$ cat src/design/sqpv_pkg.sv
// Package for the Stokes Q/U polarization vector block.
// Holds widths, fixed-point constants, the CORDIC arctangent table and shared types.
// No dependencies.
`timescale 1ns / 1ps

package sqpv_pkg;

    // Sample and fixed-point formats
    localparam int SAMPLE_WIDTH  = 16;
    localparam int CORDIC_STAGES = 16;
    localparam int GUARD_BITS    = 14;
    localparam int ATAN_ENTRIES  = 32;
    localparam int N_STAGES      = (CORDIC_STAGES < ATAN_ENTRIES) ? CORDIC_STAGES
                                                                  : ATAN_ENTRIES;
    localparam int SIW           = $clog2(ATAN_ENTRIES);

    // Datapath: sample << GUARD_BITS plus headroom for CORDIC gain and sqrt(2)
    localparam int DW  = SAMPLE_WIDTH + GUARD_BITS + 3;
    localparam int MW  = DW - 1;
    // Angle in 2^-32 turn, plus headroom
    localparam int AW  = 34;

    // Gain removal
    localparam logic [31:0] INV_GAIN_Q32 = 32'd2608131496;
    localparam int HIW  = MW - 16 + 32;
    localparam int LOPW = 16 + 32;
    localparam int LOW  = LOPW - 16;
    localparam int ACCW = HIW + 1;
    localparam int RSH  = 16 + GUARD_BITS;
    localparam int RESW = ACCW - RSH;

    // Result fields
    localparam int TH_W      = 16;
    localparam int PH_W      = 17;
    localparam int THETA_MAX = 46341;
    localparam int PHI_LIMIT = 32768;

    // Stream widths
    localparam int S_DATA_W = 2 * SAMPLE_WIDTH;
    localparam int S_USER_W = 2;
    localparam int M_DATA_W = ((TH_W + PH_W + 7) / 8) * 8;
    localparam int M_USER_W = 1;

    typedef logic signed [DW-1:0] data_t;
    typedef logic signed [AW-1:0] angle_t;

    // Pipeline token: slot occupied, both samples present
    typedef struct packed {
        logic valid;
        logic ok;
    } tok_t;

    // Vectoring cell payload; x0/y0 ride along for the rotation chain
    typedef struct packed {
        data_t  x;
        data_t  y;
        angle_t z;
        data_t  x0;
        data_t  y0;
    } vec_t;

    // Rotation cell payload; r is the negated residual angle
    typedef struct packed {
        data_t  x;
        data_t  y;
        angle_t r;
    } rot_t;

    typedef struct packed {
        logic                   vector_valid;
        logic [TH_W-1:0]        theta;
        logic signed [PH_W-1:0] phi;
    } res_t;

    // atan(2^-i) in units of 2^-32 turn
    function automatic angle_t atan_turn(input logic [SIW-1:0] idx);
        angle_t a;
        case (idx)
            5'd0:    a = AW'(32'h20000000);
            5'd1:    a = AW'(32'h12E4051D);
            5'd2:    a = AW'(32'h09FB385B);
            5'd3:    a = AW'(32'h051111D4);
            5'd4:    a = AW'(32'h028B0D43);
            5'd5:    a = AW'(32'h0145D7E1);
            5'd6:    a = AW'(32'h00A2F61E);
            5'd7:    a = AW'(32'h00517C55);
            5'd8:    a = AW'(32'h0028BE53);
            5'd9:    a = AW'(32'h00145F2E);
            5'd10:   a = AW'(32'h000A2F98);
            5'd11:   a = AW'(32'h000517CC);
            5'd12:   a = AW'(32'h00028BE6);
            5'd13:   a = AW'(32'h000145F3);
            5'd14:   a = AW'(32'h0000A2F9);
            5'd15:   a = AW'(32'h0000517C);
            5'd16:   a = AW'(32'h000028BE);
            5'd17:   a = AW'(32'h0000145F);
            5'd18:   a = AW'(32'h00000A2F);
            5'd19:   a = AW'(32'h00000517);
            5'd20:   a = AW'(32'h0000028B);
            5'd21:   a = AW'(32'h00000145);
            5'd22:   a = AW'(32'h000000A2);
            5'd23:   a = AW'(32'h00000051);
            5'd24:   a = AW'(32'h00000028);
            5'd25:   a = AW'(32'h00000014);
            5'd26:   a = AW'(32'h0000000A);
            5'd27:   a = AW'(32'h00000005);
            5'd28:   a = AW'(32'h00000002);
            5'd29:   a = AW'(32'h00000001);
            default: a = '0;
        endcase
        return a;
    endfunction

endpackage

$ cat src/design/sqpv_gain.sv
// Gain removal: three stages that scale the rotated vector by 1/K, round to Q1.15,
// saturate and zero the result of null pixels. Depends on sqpv_pkg.
`timescale 1ns / 1ps

module sqpv_gain
    import sqpv_pkg::*;
(
    input  logic clk,
    input  logic rst_n,
    input  logic en,
    input  tok_t tok_in,
    input  rot_t d_in,
    output tok_t tok_out,
    output res_t res_out
);

    tok_t            tok1_reg;
    tok_t            tok2_reg;
    tok_t            tok3_reg;
    logic [MW-1:0]   xpos_reg;
    logic [MW-1:0]   ymag_reg;
    logic            yneg1_reg;
    logic [MW-1:0]   xpos_next;
    logic [MW-1:0]   ymag_next;
    logic [HIW-1:0]  th_hi_reg;
    logic [LOW-1:0]  th_lo_reg;
    logic [HIW-1:0]  p_hi_reg;
    logic [LOW-1:0]  p_lo_reg;
    logic            yneg2_reg;
    logic [LOPW-1:0] th_lo_prod;
    logic [LOPW-1:0] p_lo_prod;
    logic [ACCW-1:0] th_acc;
    logic [ACCW-1:0] p_acc;
    logic [RESW-1:0] th_res;
    logic [RESW-1:0] p_res;
    logic [TH_W-1:0] th_sat;
    logic [PH_W-1:0] p_sat;
    res_t            res_next;
    res_t            res_reg;
    data_t           yabs;

    // Stage 1: clamp x at zero, magnitude and sign of y
    always_comb
    begin
        xpos_next = (!d_in.x[DW-1] && (d_in.x != '0)) ? d_in.x[MW-1:0] : '0;
        yabs      = d_in.y[DW-1] ? -d_in.y : d_in.y;
        ymag_next = yabs[MW-1:0];
    end

    // Stage 2: partial products against 1/K, low half truncated by 16 bits
    assign th_lo_prod = LOPW'(xpos_reg[15:0]) * LOPW'(INV_GAIN_Q32);
    assign p_lo_prod  = LOPW'(ymag_reg[15:0]) * LOPW'(INV_GAIN_Q32);

    // Stage 3: sum, round half up, saturate, sign and null masking
    always_comb
    begin
        th_acc = ACCW'(th_hi_reg) + ACCW'(th_lo_reg) + ACCW'(64'd1 << (RSH - 1));
        p_acc  = ACCW'(p_hi_reg) + ACCW'(p_lo_reg) + ACCW'(64'd1 << (RSH - 1));
        th_res = th_acc[ACCW-1:RSH];
        p_res  = p_acc[ACCW-1:RSH];
        th_sat = (th_res > RESW'(THETA_MAX)) ? TH_W'(THETA_MAX) : th_res[TH_W-1:0];
        p_sat  = (p_res > RESW'(PHI_LIMIT)) ? PH_W'(PHI_LIMIT) : p_res[PH_W-1:0];
        res_next.vector_valid = tok2_reg.ok;
        res_next.theta        = tok2_reg.ok ? th_sat : '0;
        if (!tok2_reg.ok)
            res_next.phi = '0;
        else if (yneg2_reg)
            res_next.phi = -$signed(p_sat);
        else
            res_next.phi = $signed(p_sat);
    end

    always_ff @(posedge clk or negedge rst_n)
    begin
        if (!rst_n)
        begin
            tok1_reg <= '0;
            tok2_reg <= '0;
            tok3_reg <= '0;
        end
        else if (en)
        begin
            tok1_reg <= tok_in;
            tok2_reg <= tok1_reg;
            tok3_reg <= tok2_reg;
        end
    end

    always_ff @(posedge clk)
    begin
        if (en)
        begin
            xpos_reg  <= xpos_next;
            ymag_reg  <= ymag_next;
            yneg1_reg <= d_in.y[DW-1];
            th_hi_reg <= HIW'(xpos_reg[MW-1:16]) * HIW'(INV_GAIN_Q32);
            p_hi_reg  <= HIW'(ymag_reg[MW-1:16]) * HIW'(INV_GAIN_Q32);
            th_lo_reg <= th_lo_prod[LOPW-1:16];
            p_lo_reg  <= p_lo_prod[LOPW-1:16];
            yneg2_reg <= yneg1_reg;
            res_reg   <= res_next;
        end
    end

    assign tok_out = tok3_reg;
    assign res_out = res_reg;

endmodule

$ cat config.mk
export PLATFORM = sky130hd
export DESIGN_NAME = sqpv_gain
export DESIGN_NICKNAME = d
export VERILOG_FILES = /design/src/design/sqpv_pkg.sv /design/src/design/sqpv_gain.sv
export SDC_FILE = /design/constraint.sdc
export NUM_CORES = 2
export LEC_CHECK = 0
export BUFFER_PORTS_ARGS = -buffer_cell sky130_fd_sc_hd__buf_2
export CAP_MARGIN = 20
export CORE_MARGIN = 3
export CORE_UTILIZATION = 40
export DETAILED_ROUTE_END_ITERATION = 8
export GPL_TIMING_DRIVEN = 0
export HOLD_SLACK_MARGIN = 0.12
export SETUP_SLACK_MARGIN = 0.4
export SLEW_MARGIN = 40
export SYNTH_ARGS = -nofsm -noshare
export SYNTH_HDL_FRONTEND = slang
export SYNTH_SLANG_ARGS = --single-unit
$ cat constraint.sdc
create_clock -name clk -period 15.9 [get_ports clk]
set_input_delay 2.385 -clock clk [delete_from_list [all_inputs] [get_ports clk]]
set_output_delay 2.385 -clock clk [all_outputs]
set_load 0.005 [all_outputs]
==> qor.yml <==
global_routing:
  antenna_found_initial: 1
  grt_start_max_net_pins: 77
  grt_pass1_vias: 30500
  grt_overflow: 0
  grt_pass1_wl_mm: 164
  grtUsageTotal_pct: 18.6
floorplanning:
  initial_utilization_pct: 40.4
  row_count: 120
  die_h_microns: 335
  core_sq_um: 107000
  die_area_sq_um: 112000
  die_w_microns: 335
  pin_count: 141
cts:
  cts_tree: "yes"
  cts-resized-gates: 0
  cts-root-buf: "clkbuf_16"
  cts_made_buffers: 30
  clkSlewWorstSetupHoldPaths_ns: 0.06
  clock_path_buffers: 3
  clock-sinks: 254
  ctsHoldBuffers: 0
  post-cts-setup-buffers: 0
  cts.htree.levels: 1
  clk-insertion-delay-late_ns: 0.60
synth:
  yosysSeqAreaShare_pct: 17.5
  syn_inst: 4128
  syn_area_per_cell_sq_um: 10.5
  synth_cell_types: 77
  ys.flop_type: "edfxtp_1"
  yosys_warnings: 0
  ys_seq_elements: 254
  netlist_area_sq_um: 43300
  synthArstFlopShare_pct: 2.36
  syn_nets: 5681
  synth-edff-count: 248
cells_and_area:
  multi_input_area_sq_um: 31600
  final_cell_mix: "inv_1 (1079), ha_1 (771), fa_1 (677)"
  area_growth_syn_to_layout_pct: 8.00
  nFillCells: 10300
  final_nets: 5826
  final_core_util_pct: 43.6
  regArea_sq_um: 7600
  fin_area_sq_um: 46800
  final_common_cell: "inv_1"
  drive_above_1_share_pct: 5.05
critical_path:
  path_delay_family: "adder cells"
  worst_path_most_repeated_cell: "inv_1"
  end_kind: "flop"
  worstPathArrival_ns: 8.20
  r2r_cells: 25
  crit_type: "reg2reg"
  worstSetupStartpointType: "flop"
  required_ns: 16.25
  reg2reg_to: "th_lo_reg[30]"
  path_max_fanout: 7
  cp.buffers_inverters: 6
  crit_slowest_cell: "edfxtp_1"
  reg2reg_from: "xpos_reg[5]"
  cpPeakStageDelay_ns: 0.67
  r2r_slack_ns: 8.05
timing:
  max_freq_mhz: 127
  rsz0062_at_grt: "no"
  finClkSkew_ns: 0.0134
  min_period_ns: 7.85
  drv_slew: 0
  hold_viol: 0
  fin_crit_sh_pct: 49.4
  tns_ns: 0
  tightest_slew_ns: 0.822
  setup_violations: 0
  max_slew_margin_pct: 45.2
worst_hold_path:
  min-delay-start: "yneg1_reg"
  holdCritPathClass: "reg2reg"
  holdPathEnd: "yneg2_reg"
  whs_path_depth: 0
routing:
  wl_mm: 101
  wl_per_cell_microns: 17.7
  vias: 28500
  antenna_left: 0
  drt_iter0_drc: 1395
  via_per_inst: 5.00
  drc_errors: 0
  first_pass_iters: 5
place:
  placed_area_sq_um: 45700
  port_buffers: 106
  gp_congestion: 0.925
  hpwl_mm: 88.8
run:
  max-cap-violations: 0
run_status:
  outcome: "complete, no violations"
-- worst max path at each step --
stage / slack [ns] / cells past startpoint / endpoint / from
6_report: 8.05 / 25 / th_lo_reg[30] / xpos_reg[5]
5_1_grt: 7.62 / 25 / th_lo_reg[30] / xpos_reg[5]
4_1_cts: 7.97 / 25 / th_lo_reg[30] / xpos_reg[5]
3_5_place_dp: 7.98 / 25 / th_lo_reg[30] / xpos_reg[5]
3_3_place_gp: 7.95 / 25 / th_lo_reg[30] / xpos_reg[5]
2_1_floorplan: 9.15 / 23 / th_lo_reg[30] / xpos_reg[3]
-- layer usage --
layer / wire (microns) / vias to the layer above / part of all wire, % / GRT usage, %
met5: 0 / - / 0 / 0
li1: - / 13700 / - / -
met3: 5050 / 98 / 5.0 / 2.97
met1: 45200 / 14200 / 45 / 24.9
met4: 1990 / 0 / 2.0 / 3.52
met2: 48600 / 522 / 48 / 32.1
-- through the flow --
stage	hold slack, ns	cells	setup slack [ns]
finish	0.423	5703	8.05
global route	0.436	5700	7.62
CTS	0.421	5699	7.97
detailed placement	0.406	5643	7.98
global placement	0.409	5637	7.95
floorplan	0.400	4128	9.15
-- cells by family (layout without fill, tap and decap cells) --
| kind of cell | Yosys count | after routing | synth area share [%] |
|---|---|---|---|
| adder cells (fa/ha/maj) | 1448 | 1448 | 53.5 |
| buffers and inverters | 1102 | 1271 | 9.59 |
| AND/OR/NAND/NOR | 569 | 569 | 6.70 |
| AO/OA/AOI/OAI | 531 | 531 | 8.07 |
| flip-flops | 254 | 254 | 17.5 |
| XOR/XNOR | 216 | 216 | 4.37 |
| multiplexers | 8 | 8 | 0.202 |
| other | 0 | 3 | 0 |
-- layout make-up --
class                   instances  area share (%)
multi-input cells            2772            67.5
diodes                          3          0.0160
inverters                    1079            8.65
repair buffers                113            1.43
clock inverters                24           0.540
well taps                    1403            3.75
clock buffers                  32            1.67
plain buffers                  23           0.227
flip-flops and latches        254            16.2
-- Yosys cell counts, types with 4 or more instances --
cell,number,area share (%)
a2bb2oi_1,4,0.081
a211o_1,16,0.32
ha_1,771,22
o31ai_1,16,0.28
and2_1,43,0.62
mux2_2,6,0.16
o41ai_1,7,0.14
o21ai_0,84,0.97
o21bai_1,18,0.31
fa_1,677,31
nand4_1,20,0.29
a31oi_1,20,0.29
a311o_1,4,0.092
xor2_1,63,1.3
nor4_1,13,0.19
a21oi_1,160,1.8
or3_1,11,0.16
and4_1,13,0.26
o2111ai_1,4,0.081
nor2_1,134,1.2
nor2b_1,25,0.36
a2111oi_0,5,0.10
a221o_1,4,0.092
nand2b_1,43,0.62
o22ai_1,11,0.16
o211ai_1,4,0.069
or4_1,9,0.16
o21ai_1,5,0.058
nor3b_1,6,0.10
a221oi_1,5,0.10
xnor2_1,153,3.1
and3_1,18,0.26
nand2_1,116,1.0
inv_1,1079,9.3
a31o_2,5,0.10
o21a_1,25,0.43
a41oi_1,4,0.081
a211oi_1,15,0.26
a21o_1,85,1.5
clkbuf_1,19,0.16
nor3_1,40,0.46
dfrtp_1,6,0.35
nand3_1,45,0.52
or2_2,24,0.35
edfxtp_1,248,17
Power is not shown: default switching activity piles up to over one toggle a cycle in this logic, so the estimate is an artifact.
