## src/design/sqpv_pkg.sv

```systemverilog
// Package for the Stokes Q/U polarization vector block.
// Holds widths, fixed-point constants, the CORDIC arctangent table and shared types.
// No dependencies.
`timescale 1ns / 1ps

package sqpv_pkg;

    // Sample and fixed-point formats
    localparam int SAMPLE_WIDTH  = 16;
    localparam int CORDIC_STAGES = 16;
    localparam int GUARD_BITS    = 14;
    localparam int ATAN_ENTRIES  = 32;
    localparam int N_STAGES      = (CORDIC_STAGES < ATAN_ENTRIES) ? CORDIC_STAGES
                                                                  : ATAN_ENTRIES;
    localparam int SIW           = $clog2(ATAN_ENTRIES);

    // Datapath: sample << GUARD_BITS plus headroom for CORDIC gain and sqrt(2)
    localparam int DW  = SAMPLE_WIDTH + GUARD_BITS + 3;
    localparam int MW  = DW - 1;
    // Angle in 2^-32 turn, plus headroom
    localparam int AW  = 34;

    // Gain removal
    localparam logic [31:0] INV_GAIN_Q32 = 32'd2608131496;
    localparam int HIW  = MW - 16 + 32;
    localparam int LOPW = 16 + 32;
    localparam int LOW  = LOPW - 16;
    localparam int ACCW = HIW + 1;
    localparam int RSH  = 16 + GUARD_BITS;
    localparam int RESW = ACCW - RSH;

    // Result fields
    localparam int TH_W      = 16;
    localparam int PH_W      = 17;
    localparam int THETA_MAX = 46341;
    localparam int PHI_LIMIT = 32768;

    // Stream widths
    localparam int S_DATA_W = 2 * SAMPLE_WIDTH;
    localparam int S_USER_W = 2;
    localparam int M_DATA_W = ((TH_W + PH_W + 7) / 8) * 8;
    localparam int M_USER_W = 1;

    typedef logic signed [DW-1:0] data_t;
    typedef logic signed [AW-1:0] angle_t;

    // Pipeline token: slot occupied, both samples present
    typedef struct packed {
        logic valid;
        logic ok;
    } tok_t;

    // Vectoring cell payload; x0/y0 ride along for the rotation chain
    typedef struct packed {
        data_t  x;
        data_t  y;
        angle_t z;
        data_t  x0;
        data_t  y0;
    } vec_t;

    // Rotation cell payload; r is the negated residual angle
    typedef struct packed {
        data_t  x;
        data_t  y;
        angle_t r;
    } rot_t;

    typedef struct packed {
        logic                   vector_valid;
        logic [TH_W-1:0]        theta;
        logic signed [PH_W-1:0] phi;
    } res_t;

    // atan(2^-i) in units of 2^-32 turn
    function automatic angle_t atan_turn(input logic [SIW-1:0] idx);
        angle_t a;
        case (idx)
            5'd0:    a = AW'(32'h20000000);
            5'd1:    a = AW'(32'h12E4051D);
            5'd2:    a = AW'(32'h09FB385B);
            5'd3:    a = AW'(32'h051111D4);
            5'd4:    a = AW'(32'h028B0D43);
            5'd5:    a = AW'(32'h0145D7E1);
            5'd6:    a = AW'(32'h00A2F61E);
            5'd7:    a = AW'(32'h00517C55);
            5'd8:    a = AW'(32'h0028BE53);
            5'd9:    a = AW'(32'h00145F2E);
            5'd10:   a = AW'(32'h000A2F98);
            5'd11:   a = AW'(32'h000517CC);
            5'd12:   a = AW'(32'h00028BE6);
            5'd13:   a = AW'(32'h000145F3);
            5'd14:   a = AW'(32'h0000A2F9);
            5'd15:   a = AW'(32'h0000517C);
            5'd16:   a = AW'(32'h000028BE);
            5'd17:   a = AW'(32'h0000145F);
            5'd18:   a = AW'(32'h00000A2F);
            5'd19:   a = AW'(32'h00000517);
            5'd20:   a = AW'(32'h0000028B);
            5'd21:   a = AW'(32'h00000145);
            5'd22:   a = AW'(32'h000000A2);
            5'd23:   a = AW'(32'h00000051);
            5'd24:   a = AW'(32'h00000028);
            5'd25:   a = AW'(32'h00000014);
            5'd26:   a = AW'(32'h0000000A);
            5'd27:   a = AW'(32'h00000005);
            5'd28:   a = AW'(32'h00000002);
            5'd29:   a = AW'(32'h00000001);
            default: a = '0;
        endcase
        return a;
    endfunction

endpackage

```

## src/design/sqpv_vec_cell.sv

```systemverilog
// One vectoring CORDIC cell: a single micro-rotation driving y toward zero.
// Depends on sqpv_pkg.
`timescale 1ns / 1ps

module sqpv_vec_cell
    import sqpv_pkg::*;
(
    input  logic           clk,
    input  logic           rst_n,
    input  logic           en,
    input  logic [SIW-1:0] stage_idx,
    input  tok_t           tok_in,
    input  vec_t           d_in,
    output tok_t           tok_out,
    output vec_t           d_out
);

    tok_t   tok_reg;
    vec_t   d_reg;
    vec_t   d_next;
    data_t  xs;
    data_t  ys;
    angle_t a;

    // Micro-rotation; shifts floor toward minus infinity
    always_comb
    begin
        xs     = d_in.x >>> stage_idx;
        ys     = d_in.y >>> stage_idx;
        a      = atan_turn(stage_idx);
        d_next = d_in;
        if (!d_in.y[DW-1])
        begin
            d_next.x = d_in.x + ys;
            d_next.y = d_in.y - xs;
            d_next.z = d_in.z + a;
        end
        else
        begin
            d_next.x = d_in.x - ys;
            d_next.y = d_in.y + xs;
            d_next.z = d_in.z - a;
        end
    end

    always_ff @(posedge clk or negedge rst_n)
    begin
        if (!rst_n)
            tok_reg <= '0;
        else if (en)
            tok_reg <= tok_in;
    end

    always_ff @(posedge clk)
    begin
        if (en)
            d_reg <= d_next;
    end

    assign tok_out = tok_reg;
    assign d_out   = d_reg;

endmodule

```

## config.mk

```make
export PLATFORM = sky130hd
export DESIGN_NAME = sqpv_vec_cell
export DESIGN_NICKNAME = d
export VERILOG_FILES = /design/src/design/sqpv_pkg.sv /design/src/design/sqpv_vec_cell.sv
export SDC_FILE = /design/constraint.sdc
export NUM_CORES = 1
export LEC_CHECK = 0
export ABC_AREA = 1
export BUFFER_PORTS_ARGS = -buffer_cell sky130_fd_sc_hd__buf_2
export CAP_MARGIN = 5
export CELL_PAD_IN_SITES_DETAIL_PLACEMENT = 0
export CELL_PAD_IN_SITES_GLOBAL_PLACEMENT = 1
export CORE_ASPECT_RATIO = 1.75
export CORE_UTILIZATION = 25
export DETAILED_ROUTE_END_ITERATION = 6
export GPL_TIMING_DRIVEN = 0
export PLACE_DENSITY_LB_ADDON = 0.1
export SLEW_MARGIN = 20
export SYNTH_ARGS = -nofsm -noshare
export SYNTH_HDL_FRONTEND = slang
export SYNTH_SLANG_ARGS = --single-unit
```

## constraint.sdc

```tcl
create_clock -name clk -period 2.3 [get_ports clk]
set_clock_uncertainty 0.15 [all_clocks]
set_input_delay 0.46 -clock clk [delete_from_list [all_inputs] [get_ports clk]]
set_output_delay 0.46 -clock clk [all_outputs]
set_load 0.02 [all_outputs]
```

==> metrics list <==
- The worst-case IR drop observed on VDD is 0.536 mV.
- Total of buffers placed on input and output ports: 341
* Tightest Pin Transition: 858 ps
- Violation count after the first detailed-route iteration: 925
* Wire length on met1: 31700 um
* LEAKAGE: 11.9 nW
* Final standard cell area without fillers: 26500 sq um
- The floorplan step defined a die boundary enclosing 70100 sq um.
- Setup crit end kind: register
- DP Wirelength: 77900 um
- Vias per cell: 5.00
- In this run the vertical extent of the chip is 350 um.
* Gp weighted congestion: 1.01
- The worst setup path is launched from a primary input.
- Most frequent CP cell: sky130_fd_sc_hd__buf_12
- Cell internal power dissipation: 0.00923 W
* Placed cell count: 3789
- Of the total power, registers draw 25.4%.
- Fill cells in the final layout number 7216.
* Inserted Clock Buffers: 17
* Fraction of power consumed by the clock network: 18.2%
- Total track usage: 26.7%
* Worst R2R End: tok_out[0]$_DFFE_PN0P_
- Final-report max-slew violation count: 0
- Detailed-route wire length per cell: 23.8 um
* Vias: 20100
- Synthesized-area fraction occupied by ao, oa, aoi and oai cells: 10.4%
- Along the worst path, the maximum fanout reaches 6.
- The count of endpoints failing hold in the final timing report was 0.
- In this run the critical register-to-register path is launched from tok_out[0]$_DFFE_PN0P_.
- Entering global routing, the biggest net connects 102 pins.
- Across the run, the number of max-cap violations was 0.
- Depth of the CTS H-tree: 4
- Sequential elements use 29.2% of the synthesized area.
- Simple logic cell fraction of the synthesized area: 37.2%
* RSZ-0062 raised after global routing: true
* Number of instances in the synthesized netlist: 2544
* Number of remaining DRC errors: 0
- Of the cells placed in the final design, the portion with a size suffix greater than 1 is 39.0%.
- Counting flops with a built-in enable in the synthesized netlist gives 166.
- By area, the combinational part of the netlist is dominated by simple AND/OR/NAND/NOR gates.
- Of the total synthesized cell area, the portion taken by XOR and XNOR cells is 7.56%.
* Critical Path Start: stage_idx[1]
* Final critical path time including I/O delays and setup: 4330 ps
- After detailed routing, no signal wire sits above met5.
- For this run, the slowest stage of the critical path takes 330 ps.
* Number of buffers between clock root and the deepest sink: 2
- Number of optimization iterations in the first detailed-route pass: 6
- # IOs: 344
- Type of the setup path with the least slack: primary input to register
- The multi-input combinational cells in the finished layout cover a total of 14400 sq um.
- Initial antenna violation count: 2
- After clock tree synthesis, the clock-pin slew on the worst setup and hold paths is 100 ps.
* Final setup violation count: 97
- Post-synthesis instance area: 17300 sq um
- Net switching is 45.8% of the power.
- Number of nets with antenna violations after routing: 0
- The worst path uses 188% of the clock period.
- Data required time at the worst endpoint: 2430 ps
- The largest individual stage delay along the critical path comes from the cell sky130_fd_sc_hd__ha_4.
- Number of cells on the worst reg-to-reg path: 1
- The run finished, with violations left.
* Main synth FF type: sky130_fd_sc_hd__edfxtp_1
* DRT Wirelength: 95800 um
- The die is 201 um wide.
- Clock Root Buffer: sky130_fd_sc_hd__clkbuf_16
* Count of distinct cell types in the synthesized netlist: 53
- Violations in the final reports: setup timing
- Counting flops with an async set or reset pin after synthesis yields a share of 1.19%.
* Core Footprint: 68300 sq um
- Path category of the worst min-delay check: primary input to register
- Clk_lat worst skew: 480 ps
- The worst pin sits at a relative slew slack of 42.8%.
- After Yosys synthesis, full adders, half adders and majority gates account for 8.03% of the synthesized area.
* Multiplexer share of the synthesized area: 0.131%
- The via count of the first global-routing pass came to 20800.
- After layout, the worst setup slack is -2030 ps.
* Net count after synthesis: 2829
- Start point of the worst min-delay path: d_in[14]
- Area growth, synth to finish: 53.7%
- Post-Syn Area per Cell: 6.78 sq um
* Net load switching power: 0.00778 W
- TritonCTS built the clock tree.
- For this design, the sink count on the clock tree is 168.
- The first global-routing pass estimated 134000 um of wire.
- Post-route insts no fill: 4023
* Flip-flop and latch count after synthesis: 168
- WL met2: 51000 um
* Cell Area, Placed: 20600 sq um
- Wire segments on met3 add up to 4210 um in the final route.
* Total area of sequential cells: 5030 sq um
* Part of the total power dissipated in combinational logic: 56.3%
- Crit path to: d_out[132]$_DFFE_PP_
- Row generation in the floorplan step produced 127 rows.
- The net count of the finished layout is 3391.
* Congestion Overflow GR: 0
- Static timing analysis puts the maximum clock frequency at 231 MHz.
* Ratio of total power to cell area: 642 nW/um^2
- For this run, the number of Yosys warnings is 0.
* Starting utilization of the core area: 25.3%
- Across all register-to-register paths, the minimum setup slack is 1370 ps.
- Data arrival time at the worst-slack endpoint: 4450 ps
==> how the worst min path moves through the flow <==
stage / endpoint / slack (ps) / cells past startpoint
2_1_floorplan: tok_out[0]$_DFFE_PN0P_ / 10 / 0
6_report: d_out[14]$_DFFE_PP_ / 30 / 1
5_1_grt: d_out[14]$_DFFE_PP_ / 9 / 1
4_1_cts: d_out[14]$_DFFE_PP_ / 0.6 / 1
3_5_place_dp: tok_out[1]$_DFFE_PN0P_ / 100 / 1
3_3_place_gp: tok_out[1]$_DFFE_PN0P_ / 100 / 1
==> critical path, delay by kind of cell <==
kind / cells / cell delay, ps
adders and majority gates: 2 / 490
buffers and inverters: 12 / 1280
and+or+nand+nor: 14 / 1350
AOI/OAI and AO/OA: 4 / 610
xor gates and xnor gates: 1 / 220
==> cell families after synthesis <==
logic type / count (synthesis)
AO/OA/AOI/OAI: 324
XOR/XNOR: 149
flip-flops: 168
AND/OR/NAND/NOR: 1481
adder cells (fa/ha/maj): 109
multiplexers: 2
buffers and inverters: 311
==> cells in the final DEF (no fill, tap or decap), drive strengths merged, types with 9 or more instances in the layout <==
cell type,count
xor2,106
a21oi,136
nand3,350
nand4,26
inv,234
nand2,844
nor2,213
o211ai,12
a31oi,11
dlygate4sd3,66
nor3,24
buf,540
xnor2,43
o21a,12
ha,106
o21ai,115
nor4,9
edfxtp,166
clkbuf,35
==> layout make-up <==
type	instances	share of cell area, %
flip-flops and latches	168	19.0
plain buffers	83	2.94
well taps	903	4.26
multi-input cells	2065	54.5
clock buffers	17	1.60
diodes	1	0.00944
clock inverters	15	0.646
inverters	228	3.36
repair buffers	543	13.7
==> synth_stat cells, types with 3 or more instances <==
cell / n / share of area [%]
sky130_fd_sc_hd__a31oi_1: 11 / 0.40
sky130_fd_sc_hd__buf_1: 15 / 0.33
sky130_fd_sc_hd__clkbuf_1: 16 / 0.35
sky130_fd_sc_hd__o21ai_0: 95 / 2.8
sky130_fd_sc_hd__nand2_2: 27 / 0.98
sky130_fd_sc_hd__fa_1: 3 / 0.35
sky130_fd_sc_hd__nand3b_1: 7 / 0.30
sky130_fd_sc_hd__o21ai_1: 18 / 0.52
sky130_fd_sc_hd__buf_4: 7 / 0.30
sky130_fd_sc_hd__nor2_1: 189 / 4.1
sky130_fd_sc_hd__clkinv_1: 3 / 0.065
sky130_fd_sc_hd__inv_1: 201 / 4.4
sky130_fd_sc_hd__xnor2_1: 43 / 2.2
sky130_fd_sc_hd__a21boi_0: 3 / 0.13
sky130_fd_sc_hd__a211oi_1: 3 / 0.13
sky130_fd_sc_hd__inv_2: 23 / 0.50
sky130_fd_sc_hd__nand4_1: 26 / 0.94
sky130_fd_sc_hd__o211ai_1: 12 / 0.52
sky130_fd_sc_hd__nand2_1: 814 / 18
sky130_fd_sc_hd__nor3_1: 23 / 0.67
sky130_fd_sc_hd__buf_6: 7 / 0.46
sky130_fd_sc_hd__nor2_4: 7 / 0.46
sky130_fd_sc_hd__edfxtp_1: 166 / 29
sky130_fd_sc_hd__o21bai_1: 7 / 0.30
sky130_fd_sc_hd__a21oi_1: 136 / 3.9
sky130_fd_sc_hd__o31ai_1: 3 / 0.13
sky130_fd_sc_hd__nand3_1: 339 / 9.8
sky130_fd_sc_hd__and2_1: 3 / 0.11
sky130_fd_sc_hd__nand3_2: 11 / 0.64
sky130_fd_sc_hd__ha_1: 106 / 7.7
sky130_fd_sc_hd__o311ai_0: 3 / 0.15
sky130_fd_sc_hd__xor2_1: 106 / 5.4
sky130_fd_sc_hd__o22ai_1: 8 / 0.29
sky130_fd_sc_hd__o21a_1: 12 / 0.52
sky130_fd_sc_hd__nor2_2: 17 / 0.62
sky130_fd_sc_hd__buf_2: 38 / 1.1
sky130_fd_sc_hd__nor4_1: 9 / 0.33
sky130_fd_sc_hd__a21o_1: 5 / 0.22
sky130_fd_sc_hd__nand2_4: 3 / 0.20
==> state kept, by name, indices dropped and copies added (netlist names) <==
register  count
tok_out       2
d_out       166
==> metal layers <==
metal / global-route usage, % / vias up
li1: - / 9645
met1: 24.1 / 9396
met2: 51.5 / 782
met3: 4.23 / 281
met4: 22.6 / 2
met5: 0 / -
==> power groups by stage <==
stage	clock network, W	logic (W)	registers [W]
2_1_floorplan	0	0.00397	0.00519
3_3_place_gp	0	0.00739	0.00441
3_5_place_dp	0	0.00737	0.00440
4_1_cts	0.00326	0.00851	0.00434
5_1_grt	0.00334	0.0103	0.00439
6_report	0.00310	0.00958	0.00433
==> metrics by stage <==
stage / hold slack (ps) / worst slack (ps) / total power, W / TNS, ps / util (%)
6_report: 34.9 / -2030 / 0.0170 / -143050 / 38.8
4_1_cts: 0.628 / -1980 / 0.0161 / -140870 / 35.9
5_1_grt: 8.86 / -2180 / 0.0180 / -155380 / 38.8
3_5_place_dp: 102 / -4220 / 0.0118 / -281250 / 30.2
2_1_floorplan: 14.4 / -1910 / 0.00916 / -124410 / -
3_3_place_gp: 98.2 / -4500 / 0.0118 / -584530 / 30.2
==> what timing repair did <==
item,4_1_cts,5_1_grt
setup buffers,66,67
hold endpoints to repair,67,0
gates cloned,3,0
pin swaps,112,117
setup endpoints to repair,100,97
resized for setup,496,322
hold buffers,66,0
Power figures use the tool's default switching activity.
