## config.mk

```make
export PLATFORM = sky130hd
export DESIGN_NAME = sqpv_rot_cell
export DESIGN_NICKNAME = d
export VERILOG_FILES = /design/src/design/sqpv_pkg.sv /design/src/design/sqpv_rot_cell.sv
export SDC_FILE = /design/constraint.sdc
export NUM_CORES = 1
export LEC_CHECK = 0
export BUFFER_PORTS_ARGS = -buffer_cell sky130_fd_sc_hd__buf_2
export CAP_MARGIN = 0
export CORE_ASPECT_RATIO = 1.5
export CORE_MARGIN = 4
export CORE_UTILIZATION = 30
export DETAILED_ROUTE_END_ITERATION = 8
export GPL_TIMING_DRIVEN = 1
export PLACE_DENSITY = 0.54
export RECOVER_POWER = 25
export SYNTH_ARGS = -nofsm -noshare
export SYNTH_HDL_FRONTEND = slang
export SYNTH_SLANG_ARGS = --single-unit
```

## constraint.sdc

```tcl
create_clock -name clk -period 1 [get_ports clk]
set_input_delay 0.2 -clock clk [delete_from_list [all_inputs] [get_ports clk]]
set_output_delay 0.2 -clock clk [all_outputs]
set_load 0.005 [all_outputs]
```

## src/design/sqpv_pkg.sv

```systemverilog
// Package for the Stokes Q/U polarization vector block.
// Holds widths, fixed-point constants, the CORDIC arctangent table and shared types.
// No dependencies.
`timescale 1ns / 1ps

package sqpv_pkg;

    // Sample and fixed-point formats
    localparam int SAMPLE_WIDTH  = 16;
    localparam int CORDIC_STAGES = 16;
    localparam int GUARD_BITS    = 14;
    localparam int ATAN_ENTRIES  = 32;
    localparam int N_STAGES      = (CORDIC_STAGES < ATAN_ENTRIES) ? CORDIC_STAGES
                                                                  : ATAN_ENTRIES;
    localparam int SIW           = $clog2(ATAN_ENTRIES);

    // Datapath: sample << GUARD_BITS plus headroom for CORDIC gain and sqrt(2)
    localparam int DW  = SAMPLE_WIDTH + GUARD_BITS + 3;
    localparam int MW  = DW - 1;
    // Angle in 2^-32 turn, plus headroom
    localparam int AW  = 34;

    // Gain removal
    localparam logic [31:0] INV_GAIN_Q32 = 32'd2608131496;
    localparam int HIW  = MW - 16 + 32;
    localparam int LOPW = 16 + 32;
    localparam int LOW  = LOPW - 16;
    localparam int ACCW = HIW + 1;
    localparam int RSH  = 16 + GUARD_BITS;
    localparam int RESW = ACCW - RSH;

    // Result fields
    localparam int TH_W      = 16;
    localparam int PH_W      = 17;
    localparam int THETA_MAX = 46341;
    localparam int PHI_LIMIT = 32768;

    // Stream widths
    localparam int S_DATA_W = 2 * SAMPLE_WIDTH;
    localparam int S_USER_W = 2;
    localparam int M_DATA_W = ((TH_W + PH_W + 7) / 8) * 8;
    localparam int M_USER_W = 1;

    typedef logic signed [DW-1:0] data_t;
    typedef logic signed [AW-1:0] angle_t;

    // Pipeline token: slot occupied, both samples present
    typedef struct packed {
        logic valid;
        logic ok;
    } tok_t;

    // Vectoring cell payload; x0/y0 ride along for the rotation chain
    typedef struct packed {
        data_t  x;
        data_t  y;
        angle_t z;
        data_t  x0;
        data_t  y0;
    } vec_t;

    // Rotation cell payload; r is the negated residual angle
    typedef struct packed {
        data_t  x;
        data_t  y;
        angle_t r;
    } rot_t;

    typedef struct packed {
        logic                   vector_valid;
        logic [TH_W-1:0]        theta;
        logic signed [PH_W-1:0] phi;
    } res_t;

    // atan(2^-i) in units of 2^-32 turn
    function automatic angle_t atan_turn(input logic [SIW-1:0] idx);
        angle_t a;
        case (idx)
            5'd0:    a = AW'(32'h20000000);
            5'd1:    a = AW'(32'h12E4051D);
            5'd2:    a = AW'(32'h09FB385B);
            5'd3:    a = AW'(32'h051111D4);
            5'd4:    a = AW'(32'h028B0D43);
            5'd5:    a = AW'(32'h0145D7E1);
            5'd6:    a = AW'(32'h00A2F61E);
            5'd7:    a = AW'(32'h00517C55);
            5'd8:    a = AW'(32'h0028BE53);
            5'd9:    a = AW'(32'h00145F2E);
            5'd10:   a = AW'(32'h000A2F98);
            5'd11:   a = AW'(32'h000517CC);
            5'd12:   a = AW'(32'h00028BE6);
            5'd13:   a = AW'(32'h000145F3);
            5'd14:   a = AW'(32'h0000A2F9);
            5'd15:   a = AW'(32'h0000517C);
            5'd16:   a = AW'(32'h000028BE);
            5'd17:   a = AW'(32'h0000145F);
            5'd18:   a = AW'(32'h00000A2F);
            5'd19:   a = AW'(32'h00000517);
            5'd20:   a = AW'(32'h0000028B);
            5'd21:   a = AW'(32'h00000145);
            5'd22:   a = AW'(32'h000000A2);
            5'd23:   a = AW'(32'h00000051);
            5'd24:   a = AW'(32'h00000028);
            5'd25:   a = AW'(32'h00000014);
            5'd26:   a = AW'(32'h0000000A);
            5'd27:   a = AW'(32'h00000005);
            5'd28:   a = AW'(32'h00000002);
            5'd29:   a = AW'(32'h00000001);
            default: a = '0;
        endcase
        return a;
    endfunction

endpackage

```

## src/design/sqpv_rot_cell.sv

```systemverilog
// One rotation CORDIC cell: a single micro-rotation driving the residual angle to zero.
// Depends on sqpv_pkg.
`timescale 1ns / 1ps

module sqpv_rot_cell
    import sqpv_pkg::*;
(
    input  logic           clk,
    input  logic           rst_n,
    input  logic           en,
    input  logic [SIW-1:0] stage_idx,
    input  tok_t           tok_in,
    input  rot_t           d_in,
    output tok_t           tok_out,
    output rot_t           d_out
);

    tok_t   tok_reg;
    rot_t   d_reg;
    rot_t   d_next;
    data_t  xs;
    data_t  ys;
    angle_t a;
    logic   r_le_zero;

    // r holds minus the remaining angle: rotate positive while r <= 0
    always_comb
    begin
        xs        = d_in.x >>> stage_idx;
        ys        = d_in.y >>> stage_idx;
        a         = atan_turn(stage_idx);
        r_le_zero = d_in.r[AW-1] || (d_in.r == '0);
        if (r_le_zero)
        begin
            d_next.x = d_in.x - ys;
            d_next.y = d_in.y + xs;
            d_next.r = d_in.r + a;
        end
        else
        begin
            d_next.x = d_in.x + ys;
            d_next.y = d_in.y - xs;
            d_next.r = d_in.r - a;
        end
    end

    always_ff @(posedge clk or negedge rst_n)
    begin
        if (!rst_n)
            tok_reg <= '0;
        else if (en)
            tok_reg <= tok_in;
    end

    always_ff @(posedge clk)
    begin
        if (en)
            d_reg <= d_next;
    end

    assign tok_out = tok_reg;
    assign d_out   = d_reg;

endmodule

```

==> metrics.log, run 1 <==
INFO  metric drt_drc_violations_left = 0
INFO  metric die_area = 54800 µm²
INFO  metric ys_dominant_reg_cell = edfxtp_1
INFO  metric p_leak = 11.7 nW
INFO  metric cap_viol_max_count = 0
INFO  metric clockRootBuffer = clkbuf_16
INFO  metric worstPathRequired = 1.16 ns
INFO  metric timing.slew.headroom = 30.1%
INFO  metric regToRegSetupSlack = 0.25 ns
INFO  metric initial_utilization = 30.3%
INFO  metric worstSetupEndpointType = register
INFO  metric area_growth_syn_to_layout = 73.4%
INFO  metric multi_input_area = 13700 µm²
INFO  metric postSynth.asyncResetShare = 1.96%
INFO  metric final.min_clock_period = 5.18 ns
INFO  metric mappedNetlistNets = 1940
INFO  metric total_power = 0.0330 W
INFO  metric m1WireLength = 27700 µm
INFO  metric ys_warn_count = 0
INFO  metric hold_viol_final = 0
INFO  metric finish.net_count = 2959
INFO  metric dpl.cell_count = 3302
INFO  metric synth-edff-count = 100
INFO  metric detailed_place.area = 23800 µm²
INFO  metric synth_area_per_cell = 8.90 µm²
INFO  metric drt-total-wl = 77900 µm
INFO  metric outcome = finished with violations
INFO  metric worst_hold_path_type = input pin to register
INFO  metric top_layer = met5
INFO  metric first_pass_iters = 7
INFO  metric clock_network_latency_to_the_later_pin_of_the_worst_skew_pair = 0.38 ns
INFO  metric core.rowCount = 101
INFO  metric grt_first_pass_wirelength = 114000 µm
INFO  metric ant_nets = 0
INFO  metric tritoncts.num_buffers = 9
INFO  metric worst_setup_path_start_kind = input pin
INFO  metric synth.largest_area_cell = edfxtp_1
INFO  metric die_w = 193 µm
INFO  metric worst-endpoint-arrival = 5.34 ns
INFO  metric ys_top_cells_by_area = edfxtp_1, mux4_2, ha_1
INFO  metric detail_route_met2_wl = 42200 µm
INFO  metric avgViaCountPerCell = 5.40
INFO  metric slew_viol_final = 0
INFO  metric synth.ff_latch_count = 102
INFO  metric antenna_found_initial = 4
INFO  metric grt_pass1_vias = 19200
INFO  metric wl_met3 = 3060 µm
INFO  metric worst-slew-pin-transition = 1.04 ns
INFO  metric io_buffers = 211
INFO  metric syn-cell-area = 15300 µm²
INFO  metric clock-sinks = 102
INFO  metric path_max_fanout = 5
INFO  metric fill_cells = 4696
INFO  metric synth-seq-area-share = 19.9%
INFO  metric fin_area = 26600 µm²
INFO  metric die_height = 285 µm
INFO  metric globalRoute.totalOverflow = 0
INFO  metric fmax = 193 MHz
INFO  metric worst_clock_skew = 0 ns
INFO  metric synth.lib_cells_used.distinct = 85
INFO  metric finish.cell_count_without_fillers = 3417
INFO  metric yosys.area.top_type_share = 19.6%
INFO  metric io_pins = 212
INFO  metric final_layout_size_suffix_gt1_share = 57.3%
INFO  metric setup_violations = 202
INFO  metric violations = setup timing
INFO  metric track_usage = 27.4%
INFO  metric routed_wire_length_per_instance = 22.8 µm
INFO  metric min_period_over_period = 518%
INFO  metric final-seq-area = 3050 µm²
INFO  metric setup_slack = -4.18 ns
INFO  metric power.density = 1240 nW/µm²
INFO  metric unrepaired_setup_endpoints_after_global_routing = yes
INFO  metric grt_start_max_net_pins = 48
INFO  metric cts_htree_levels = 3
INFO  metric core_outline_area = 50500 µm²
INFO  metric max-clock-path-buffers = 2
INFO  metric cts.clk_slew.worst_paths = 0.10 ns
INFO  metric cts_tree = done
INFO  metric initialDrtViolationCount = 1048
INFO  metric finalHoldWorstSlack = 0.0513 ns
INFO  metric dr_total_vias = 18400
INFO  metric place_hpwl = 64100 µm
INFO  metric gp_congestion = 0.961
INFO  metric preCtsSetupSlack = -4.94 ns
INFO  metric vdd_drop_max = 906 µV
INFO  metric synthesis.instances = 1721
INFO  metric criticalPathCategory = input pin to register
cell usage in the layout (no fill, tap or decap), types with 20 or more instances in the layout:
master / count
nand3_1: 24
nor2b_1: 20
nand2b_1: 20
buf_6: 49
inv_1: 34
buf_12: 26
a21oi_2: 56
ha_1: 86
mux2i_1: 36
nor2_1: 107
xnor2_1: 94
a21oi_1: 103
a21o_1: 37
xor2_1: 59
buf_2: 205
edfxtp_1: 100
nor3_1: 23
o21ai_1: 25
nand2_1: 120
mux4_2: 96
o21ai_0: 44
buf_4: 818
a31oi_1: 27
repair_timing:
item | in CTS | in global routing
setup endpoints to repair | 202 | 202
hold buffers | 1 | 0
pin swaps | 78 | 98
endpoints found under the hold margin | 2 | 0
setup buffers | 53 | 40
gates resized for setup | 180 | 163
gates cloned | 2 | 2
sequential cells by signal, summed over array words and instances (netlist names):
name     flops
d_out      100
tok_out      2
path summary, 6_finish.rpt:
check / cells past startpoint / to / start
worst max-delay path: 22 / d_out[97]$_DFFE_PP_ / stage_idx[0]
min in group asynchronous: 2 / tok_out[0]$_DFFE_PN0P_ / rst_n
max in group asynchronous: 2 / tok_out[1]$_DFFE_PN0P_ / rst_n
worst max register to register: 1 / tok_out[0]$_DFFE_PN0P_ / tok_out[0]$_DFFE_PN0P_
worst min register to register: 1 / tok_out[1]$_DFFE_PN0P_ / tok_out[1]$_DFFE_PN0P_
worst min-delay path: 2 / tok_out[1]$_DFFE_PN0P_ / tok_in[1]
synthesized netlist by cell type, drive strengths merged, types with 13 or more instances:
library cell,n
a211oi,17
a21o,38
a21oi,172
a31oi,34
and2,16
and3,16
buf,51
clkbuf,56
edfxtp,100
ha,106
inv,41
mux2,18
mux2i,47
mux4,96
nand2,137
nand2b,26
nand3,28
nand4,15
nor2,134
nor2b,24
nor3,32
o21a,19
o21ai,86
o21bai,16
o221ai,15
o22ai,13
o31ai,15
xnor2,114
xor2,66
through the flow:
| stage | utilization (%) | TNS, ns |
|---|---|---|
| detailed placement | 47.0 | -372.15 |
| global route | 52.6 | -341.79 |
| global placement | 47.0 | -369.68 |
| CTS | 50.3 | -315.19 |
| floorplan | - | -324.15 |
| finish | 52.6 | -322.27 |
cells by family after synthesis:
kind of cell	synth area share [%]
muxes	18.5
and+or+nand+nor	15.9
xor gates and xnor gates	10.3
adders and majority gates	9.05
DFF	19.9
buffers and inverters	4.04
AOI/OAI and AO/OA	22.2
layout make-up:
class | count | area share [%]
Sequential cell | 102 | 11.5
Clock buffer | 10 | 0.862
Antenna cell | 3 | 0.0283
Multi-Input combinational cell | 1471 | 51.4
Timing Repair Buffer | 1115 | 32.2
Inverter | 41 | 0.626
Clock inverter | 6 | 0.287
Tap cell | 669 | 3.15
critical path: stages:
cell and delay, ns:
buf_16 0.12, buf_12 0.14, mux4_2 0.52, a222oi_1 0.38, buf_4 0.20, o22a_1 0.17
or3b_4 0.40, or4_4 0.44, or4_4 0.55, buf_6 0.15, buf_6 0.11, nor3_4 0.13
nor2_1 0.07, xor2_1 0.28, ha_1 0.31, nand2_1 0.09, o21ai_2 0.07, or3_4 0.36
o21a_1 0.21, a21oi_2 0.18, o21bai_1 0.09, xor2_1 0.14
routing by layer:
metal  vias up  GRT usage [%]
met4         2           14.8
met2       578           52.3
met1      9045           28.7
met3       174           2.95
li1       8649              -
met5         -              0
report_power, final:
part	switching (W)	internal, W	total, W
registers	0.000270	0.00636	0.00663
clock network	0.00202	0.00200	0.00402
logic	0.0107	0.0117	0.0224
total	0.0130	0.0200	0.0330
Note: power is estimated with default switching activity, not from simulation.
==> run 2: changes to the inputs <==
--- a/config.mk
+++ b/config.mk
@@ -12,6 +12,7 @@
 export CORE_UTILIZATION = 30
 export DETAILED_ROUTE_END_ITERATION = 8
 export GPL_TIMING_DRIVEN = 1
+export MAX_ROUTING_LAYER = met4
 export PLACE_DENSITY = 0.54
 export RECOVER_POWER = 25
 export SYNTH_ARGS = -nofsm -noshare
==> run 2 against run 1 <==
  * Register-to-register slack is essentially flat
  * Final cell count grew 1.0%
  * Sequential share of layout area shrank 0.26 points
  * The run still ends with setup timing left
  * Critical path type unchanged
  * Clock power shrank 7.2%
  * Critical path depth shrank 2
  * Sequential power is essentially flat
  * First-iteration DRC count shrank 13%
  * Die area is the same
  * Cell area grew 2.3%
  * Power grew 2.0%
  * Count of clock-buffer cells in the layout shrank 1
  * Combinational power grew 4%
==> metrics.log, run 2 (synthesis gave the netlist of run 1 again) <==
INFO  metric outcome = finished with violations (unchanged)
INFO  metric violations = setup timing (unchanged)
INFO  metric criticalPathCategory = input pin to register (unchanged)
INFO  metric place_hpwl = 65500 µm (was 64100 µm)
INFO  metric io_buffers = 211 (unchanged)
INFO  metric min_period_over_period = 505% (was 518%)
INFO  metric path_max_fanout = 6 (was 5)
INFO  metric total_power = 0.0337 W (was 0.0330 W)
INFO  metric drt_drc_violations_left = 0 (unchanged)
INFO  metric fmax = 198 MHz (was 193 MHz)
INFO  metric final-seq-area = 3050 µm² (unchanged)
INFO  metric io_pins = 212 (unchanged)
INFO  metric worst_clock_skew = 0 ns (unchanged)
INFO  metric routed_wire_length_per_instance = 23.4 µm (was 22.8 µm)
INFO  metric largest_reg_flops = 100 (unchanged)
INFO  metric first_pass_iters = 6 (was 7)
INFO  metric drt-total-wl = 80700 µm (was 77900 µm)
INFO  metric cts.clk_slew.worst_paths = 0.09 ns (was 0.10 ns)
INFO  metric clock_network_latency_to_the_later_pin_of_the_worst_skew_pair = 0.40 ns (was 0.38 ns)
INFO  metric grt_first_pass_wirelength = 115000 µm (was 114000 µm)
INFO  metric core.rowCount = 101 (unchanged)
INFO  metric final_common_cell = buf_4 (unchanged)
INFO  metric worst_setup_path_start_kind = input pin (unchanged)
INFO  metric setup_violations = 202 (unchanged)
INFO  metric commonest_cells_after_routing_fill_and_taps_aside = buf_4, buf_2, nand2_1 (unchanged)
INFO  metric multi_input_area = 14000 µm² (was 13700 µm²)
INFO  metric area_growth_syn_to_layout = 77.4% (was 73.4%)
INFO  metric dpl.cell_count = 3328 (was 3302)
INFO  metric avgViaCountPerCell = 5.43 (was 5.40)
INFO  metric fill_cells = 4730 (was 4696)
INFO  metric clockRootBuffer = clkbuf_16 (unchanged)
INFO  metric timing.slew.headroom = 41.7% (was 30.1%)
INFO  metric worst-slew-pin-transition = 0.873 ns (was 1.04 ns)
INFO  metric initialDrtViolationCount = 913 (was 1048)
INFO  metric finish.cell_count_without_fillers = 3451 (was 3417)
INFO  metric slew_viol_final = 0 (unchanged)
INFO  metric tritoncts.num_buffers = 9 (unchanged)
INFO  metric power.density = 1240 nW/µm² (about the same)
INFO  metric final_layout_size_suffix_gt1_share = 59.1% (was 57.3%)
INFO  metric die_height = 285 µm (unchanged)
INFO  metric core_outline_area = 50500 µm² (unchanged)
INFO  metric final.min_clock_period = 5.05 ns (was 5.18 ns)
INFO  metric dr_total_vias = 18700 (was 18400)
INFO  metric clock-sinks = 102 (unchanged)
INFO  metric vdd_drop_max = 917 µV (was 906 µV)
INFO  metric worstSetupEndpointType = register (unchanged)
INFO  metric worst_hold_path_type = input pin to register (unchanged)
INFO  metric setup_slack = -4.05 ns (was -4.18 ns)
INFO  metric grt_pass1_vias = 19100 (was 19200)
INFO  metric finish.net_count = 2992 (was 2959)
INFO  metric unrepaired_setup_endpoints_after_global_routing = yes (unchanged)
INFO  metric gp_congestion = 0.969 (was 0.961)
INFO  metric ant_nets = 0 (unchanged)
INFO  metric cts_tree = done (unchanged)
INFO  metric globalRoute.totalOverflow = 0 (unchanged)
INFO  metric die_area = 54800 µm² (unchanged)
INFO  metric cap_viol_max_count = 0 (unchanged)
INFO  metric hold_viol_final = 0 (unchanged)
INFO  metric p_leak = 12.0 nW (was 11.7 nW)
INFO  metric worstPathRequired = 1.17 ns (was 1.16 ns)
INFO  metric max-clock-path-buffers = 2 (unchanged)
INFO  metric grt_start_max_net_pins = 48 (unchanged)
INFO  metric antenna_found_initial = 3 (was 4)
INFO  metric initial_utilization = 30.3% (unchanged)
INFO  metric die_w = 193 µm (unchanged)
INFO  metric cts_htree_levels = 3 (unchanged)
INFO  metric worst-endpoint-arrival = 5.22 ns (was 5.34 ns)
INFO  metric track_usage = 28.7% (was 27.4%)
==> run 2: changes by cell type in the layout (fill, tap and decap cells not counted), moves of 6 or more <==
cell,previous run,this run
buf_4,818,838
buf_6,49,60
ha_4,16,25
o21ai_2,14,23
a21oi_1,103,95
ha_1,86,78
nor3_1,23,17
o21ai_1,25,19
==> run 2: worst max-delay path: stages <==
cell,delay (ns)
buf_16,0.13
buf_12,0.15
mux4_2,0.53
a222oi_1,0.42
buf_4,0.20
o22a_1,0.15
or3b_4,0.42
or4_4,0.45
or4_4,0.58
nor3_4,0.22
a21oi_2,0.09
xnor2_2,0.25
ha_4,0.26
a21oi_4,0.16
o21ai_2,0.07
or3_1,0.33
o21a_1,0.21
a21oi_2,0.17
o21bai_1,0.09
xor2_1,0.14
==> run 2: path summary, 6_finish.rpt <==
kind / slack, ns / cells past startpoint / start / endpoint
hold / removal: 0.03 / 2 / tok_in[0] / tok_out[0]$_DFFE_PN0P_
setup reg to reg: 0.25 / 1 / tok_out[1]$_DFFE_PN0P_ / tok_out[1]$_DFFE_PN0P_
min in group asynchronous: 0.11 / 2 / rst_n / tok_out[1]$_DFFE_PN0P_
max in group asynchronous: 0.77 / 2 / rst_n / tok_out[0]$_DFFE_PN0P_
setup / recovery: -4.05 / 20 / stage_idx[0] / d_out[97]$_DFFE_PP_
hold reg to reg: 0.51 / 1 / tok_out[0]$_DFFE_PN0P_ / tok_out[0]$_DFFE_PN0P_
==> run 2: power breakdown <==
| group | total [W] | switching, W | leakage, nW | internal, W |
|---|---|---|---|---|
| sequential | 0.00666 | 0.000294 | 1.00 | 0.00637 |
| clock | 0.00373 | 0.00200 | 0.139 | 0.00173 |
| combinational | 0.0233 | 0.0111 | 10.8 | 0.0122 |
==> run 2: what timing repair did <==
action                                  CTS  global route
hold buffers                              1             0
endpoints found under the hold margin     2             0
gates resized for setup                 131           297
cloned                                    2             3
endpoints found under the setup margin  202           202
pin swaps                                69           161
setup buffers                            36            71
==> run 2: layer usage <==
layer | global-route usage (%) | routed length, µm | vias to the layer above
met5 | - | 0 | -
met4 | 12.7 | 4630 | 0
met3 | 2.41 | 2980 | 217
met2 | 54.3 | 44500 | 579
met1 | 29.8 | 28600 | 9203
li1 | - | - | 8735
==> run 2: layout make-up <==
class                   count  share of cell area [%]
inverters                  41                   0.631
repair buffers           1148                    32.5
flip-flops and latches    102                    11.2
clock buffers               9                   0.828
clock inverters             7                   0.207
well taps                 669                    3.08
multi-input cells        1471                    51.5
diodes                      4                  0.0368
==> run 2: per-stage QoR <==
step                      hold WS, ns  setup slack (ns)  util, %  area, µm²  setup TNS, ns
after detailed placement      -0.0142             -4.75     47.5      24000        -368.50
after global routing           0.0261             -4.18     53.8      27200        -342.45
after global placement        -0.0162             -4.70     47.5      24000        -366.90
final                          0.0274             -4.05     53.8      27200        -324.24
after CTS                      0.0116             -4.03     49.9      25200        -321.16
after floorplan               -0.0956             -4.19        -      16300        -324.15
==> run 3: changes to the inputs <==
--- a/config.mk
+++ b/config.mk
@@ -5,6 +5,7 @@
 export SDC_FILE = /design/constraint.sdc
 export NUM_CORES = 1
 export LEC_CHECK = 0
+export ABC_AREA = 1
 export BUFFER_PORTS_ARGS = -buffer_cell sky130_fd_sc_hd__buf_2
 export CAP_MARGIN = 0
 export CORE_ASPECT_RATIO = 1.5
==> run 3 against run 2 <==
  * The run still ends with setup timing left
  * Die area shrank 1.1%
  * Clock power grew 2%
  * Flip-flop and latch count is the same
==> metrics.log, run 3 <==
INFO  metric outcome = finished with violations (unchanged)
INFO  metric violations = setup timing (unchanged)
INFO  metric largest_reg_flops = 100 (unchanged)
INFO  metric synthesis.instances = 2441 (was 1721)
INFO  metric ys_warn_count = 0 (unchanged)
INFO  metric place_hpwl = 59300 µm (was 65500 µm)
INFO  metric critical_path_cell_count = 25 (was 20)
INFO  metric antenna_found_initial = 1 (was 3)
INFO  metric core.rowCount = 100 (was 101)
INFO  metric critPathMostFrequentCell = buf_4
INFO  metric synth-edff-count = 100 (unchanged)
INFO  metric ant_nets = 0 (unchanged)
INFO  metric max-clock-path-buffers = 2 (unchanged)
INFO  metric area_growth_syn_to_layout = 90.8% (was 77.4%)
INFO  metric setup_slack = -2.79 ns (was -4.05 ns)
INFO  metric p_leak = 14.2 nW (was 12.0 nW)
INFO  metric timing.critical_path.buf_inv = 8 (was 3)
INFO  metric synth-seq-area-share = 20.2% (was 19.9%)
INFO  metric avgViaCountPerCell = 4.96 (was 5.43)
INFO  metric cap_viol_max_count = 0 (unchanged)
INFO  metric io_buffers = 211 (unchanged)
INFO  metric synth.largest_area_cell = edfxtp_1 (unchanged)
INFO  metric globalRoute.totalOverflow = 0 (unchanged)
INFO  metric vdd_drop_max = 1020 µV (was 917 µV)
INFO  metric synth_area_per_cell = 6.20 µm² (was 8.90 µm²)
INFO  metric mappedNetlistNets = 2660 (was 1940)
INFO  metric detailed_place.area = 23900 µm² (was 24000 µm²)
INFO  metric wl_met3 = 2710 µm (was 2980 µm)
INFO  metric r2r-start = tok_out[1]$_DFFE_PN0P_ (unchanged)
INFO  metric clock-sinks = 102 (unchanged)
INFO  metric postSynth.asyncResetShare = 1.96% (unchanged)
INFO  metric dpl.cell_count = 4100 (was 3328)
INFO  metric worst-endpoint-arrival = 3.95 ns (was 5.22 ns)
INFO  metric cts_tree = done (unchanged)
INFO  metric timing.hold.worst_endpoint = tok_out[1]$_DFFE_PN0P_ (was tok_out[0]$_DFFE_PN0P_)
INFO  metric ys_top_cells_by_area = edfxtp_1, nand2_1, nand3_1 (was edfxtp_1, mux4_2, ha_1)
INFO  metric criticalPathCategory = input pin to register (unchanged)
INFO  metric commonest_cells_after_routing_fill_and_taps_aside = buf_4, nand2_1, nand3_1 (was buf_4, buf_2, nand2_1)
INFO  metric unrepaired_setup_endpoints_after_global_routing = yes (unchanged)
INFO  metric finish.cell_count_without_fillers = 4243 (was 3451)
INFO  metric total_power = 0.0354 W (was 0.0337 W)
INFO  metric finish.net_count = 3793 (was 2992)
INFO  metric m1WireLength = 28700 µm (was 28600 µm)
INFO  metric die_height = 283 µm (was 285 µm)
INFO  metric slew_viol_final = 0 (unchanged)
INFO  metric worst_setup_path_start_kind = input pin (unchanged)
INFO  metric cts.clk_slew.worst_paths = 0.08 ns (was 0.09 ns)
INFO  metric routed_wire_length_per_instance = 17.7 µm (was 23.4 µm)
INFO  metric track_usage = 26.7% (was 28.7%)
INFO  metric worst_hold_path_type = input pin to register (unchanged)
INFO  metric final_core_util = 58.0% (was 53.8%)
INFO  metric final_layout_size_suffix_gt1_share = 54.7% (was 59.1%)
INFO  metric fin_area = 28900 µm² (was 27200 µm²)
INFO  metric timing.slew.headroom = 51.1% (was 41.7%)
INFO  metric detail_route_met2_wl = 38800 µm (was 44500 µm)
INFO  metric die_w = 191 µm (was 193 µm)
INFO  metric final_common_cell = buf_4 (unchanged)
INFO  metric critical_path.slowest_cell = ha_2 (was or4_4)
INFO  metric cts_htree_levels = 3 (unchanged)
INFO  metric core_outline_area = 49800 µm² (was 50500 µm²)
INFO  metric first_pass_iters = 5 (was 6)
INFO  metric power.density = 1230 nW/µm² (was 1240 nW/µm²)
INFO  metric gp_congestion = 1.03 (was 0.969)
INFO  metric critical_path.max_stage_delay = 0.35 ns (was 0.58 ns)
INFO  metric synth.lib_cells_used.distinct = 54 (was 85)
INFO  metric io_pins = 212 (unchanged)
INFO  metric ff2ff_path_depth = 1 (unchanged)
INFO  metric critical_path.reg2reg.endpoint = tok_out[1]$_DFFE_PN0P_ (unchanged)
INFO  metric fmax = 264 MHz (was 198 MHz)
INFO  metric fill_cells = 4653 (was 4730)
INFO  metric holdCritStartpoint = tok_in[1] (was tok_in[0])
INFO  metric final.min_clock_period = 3.79 ns (was 5.05 ns)
INFO  metric synth.ff_latch_count = 102 (unchanged)
INFO  metric initial_utilization = 30.4% (was 30.3%)
INFO  metric cells_on_worst_hold_path = 2 (unchanged)
INFO  metric clockRootBuffer = clkbuf_16 (unchanged)
INFO  metric path_max_fanout = 15 (was 6)
INFO  metric drt_drc_violations_left = 0 (unchanged)
INFO  metric syn-cell-area = 15100 µm² (was 15300 µm²)
INFO  metric clock_network_latency_to_the_later_pin_of_the_worst_skew_pair = 0.40 ns (about the same)
INFO  metric initialDrtViolationCount = 1014 (was 913)
INFO  metric worstPathRequired = 1.16 ns (was 1.17 ns)
INFO  metric yosys.cell_count.top_type = nand2_1 (was a21oi_1)
INFO  metric cp_top_family = simple AND/OR/NAND/NOR gates (unchanged)
INFO  metric synth_top_cells_by_count = nand2_1, nand3_1, inv_1 (was a21oi_1, nand2_1, nor2_1)
INFO  metric grt_first_pass_wirelength = 111000 µm (was 115000 µm)
INFO  metric dr_total_vias = 21100 (was 18700)
INFO  metric tritoncts.num_buffers = 9 (unchanged)
INFO  metric min_period_over_period = 379% (was 505%)
INFO  metric drt-total-wl = 74900 µm (was 80700 µm)
INFO  metric grt_start_max_net_pins = 47 (was 48)
INFO  metric grt_pass1_vias = 21200 (was 19100)
INFO  metric yosys.area.top_type_share = 19.8% (was 19.6%)
INFO  metric ys_dominant_reg_cell = edfxtp_1 (unchanged)
INFO  metric regToRegSetupSlack = 0.25 ns (about the same)
INFO  metric worst-slew-pin-transition = 0.726 ns (was 0.873 ns)
INFO  metric worstSetupEndpointType = register (unchanged)
INFO  metric setup_violations = 202 (unchanged)
INFO  metric worst_clock_skew = 0 ns (unchanged)
INFO  metric finalHoldWorstSlack = 0.0324 ns (was 0.0274 ns)
INFO  metric top_layer = met4 (unchanged)
INFO  metric die_area = 54200 µm² (was 54800 µm²)
INFO  metric hold_viol_final = 0 (unchanged)
-- run 3: changes by cell type in the layout (fill, tap and decap cells not counted), moves of 33 or more --
cell / delta
nand2_1: +493
nand3_1: +188
nand2_2: +145
nand3_2: +126
inv_1: +122
mux4_2: -96
buf_4: +77
xnor2_1: -58
inv_2: +52
mux2i_1: -38
nand2_4: +36
a21oi_1: -35
ha_1: -35
nor2_1: +33
-- run 3: metrics by stage --
stage                     worst slack [ns]  setup TNS, ns
after floorplan                      -2.82        -217.36
final                                -2.79        -240.81
after detailed placement             -3.80        -293.88
after global placement               -3.77        -290.65
after global routing                 -2.97        -257.70
after CTS                            -2.77        -234.42
-- run 3: logic make-up (layout without fill, tap and decap cells) --
logic type      after synthesis  after routing  share of synthesized area, %
simple gates               1440           1440                          40.6
buf+inv                     299           1437                          8.40
compound gates              326            326                          12.1
flops                       102            102                          20.2
xor+xnor                    163            163                          9.43
mux                           2              2                         0.149
fa+ha+maj                   109            109                          9.15
other cells                   0              1                             0
-- run 3: final cells by class --
cell class	count	area, µm²	area share (%)
Clock inverter	7	70.1	0.242
Multi-Input combinational cell	2040	14600	50.6
Tap cell	663	830	2.87
Clock buffer	9	225	0.779
Antenna cell	1	2.50	0.00866
Timing Repair Buffer	1204	9250	32.0
Sequential cell	102	3050	10.6
Inverter	217	838	2.90
-- run 3: what timing repair did --
item	4_1_cts	5_1_grt
hold buffers	1	0
endpoints found under the hold margin	2	0
cloned	9	1
setup buffers	60	55
setup endpoints to repair	202	202
pin swaps	119	165
gates resized for setup	418	381
-- run 3: routing by layer --
layer  GRT usage [%]  vias to the layer above
met5               -                        -
met4            13.7                        0
met3            2.86                      223
met2            47.7                      554
met1            28.9                     9881
li1                -                    10400
-- run 3: worst max path at each step --
| stage | slack, ns | from | end |
|---|---|---|---|
| 2_1_floorplan | -2.82 | stage_idx[0] | d_out[31]$_DFFE_PP_ |
| 3_3_place_gp | -3.77 | stage_idx[0] | d_out[30]$_DFFE_PP_ |
| 3_5_place_dp | -3.80 | stage_idx[0] | d_out[30]$_DFFE_PP_ |
| 4_1_cts | -2.77 | stage_idx[1] | d_out[30]$_DFFE_PP_ |
| 5_1_grt | -2.97 | stage_idx[0] | d_out[99]$_DFFE_PP_ |
| 6_report | -2.79 | stage_idx[2] | d_out[94]$_DFFE_PP_ |
-- run 3: report_power, final --
group	switching [W]	internal [W]
logic	0.0125	0.0124
clock network	0.00204	0.00176
registers	0.000293	0.00638
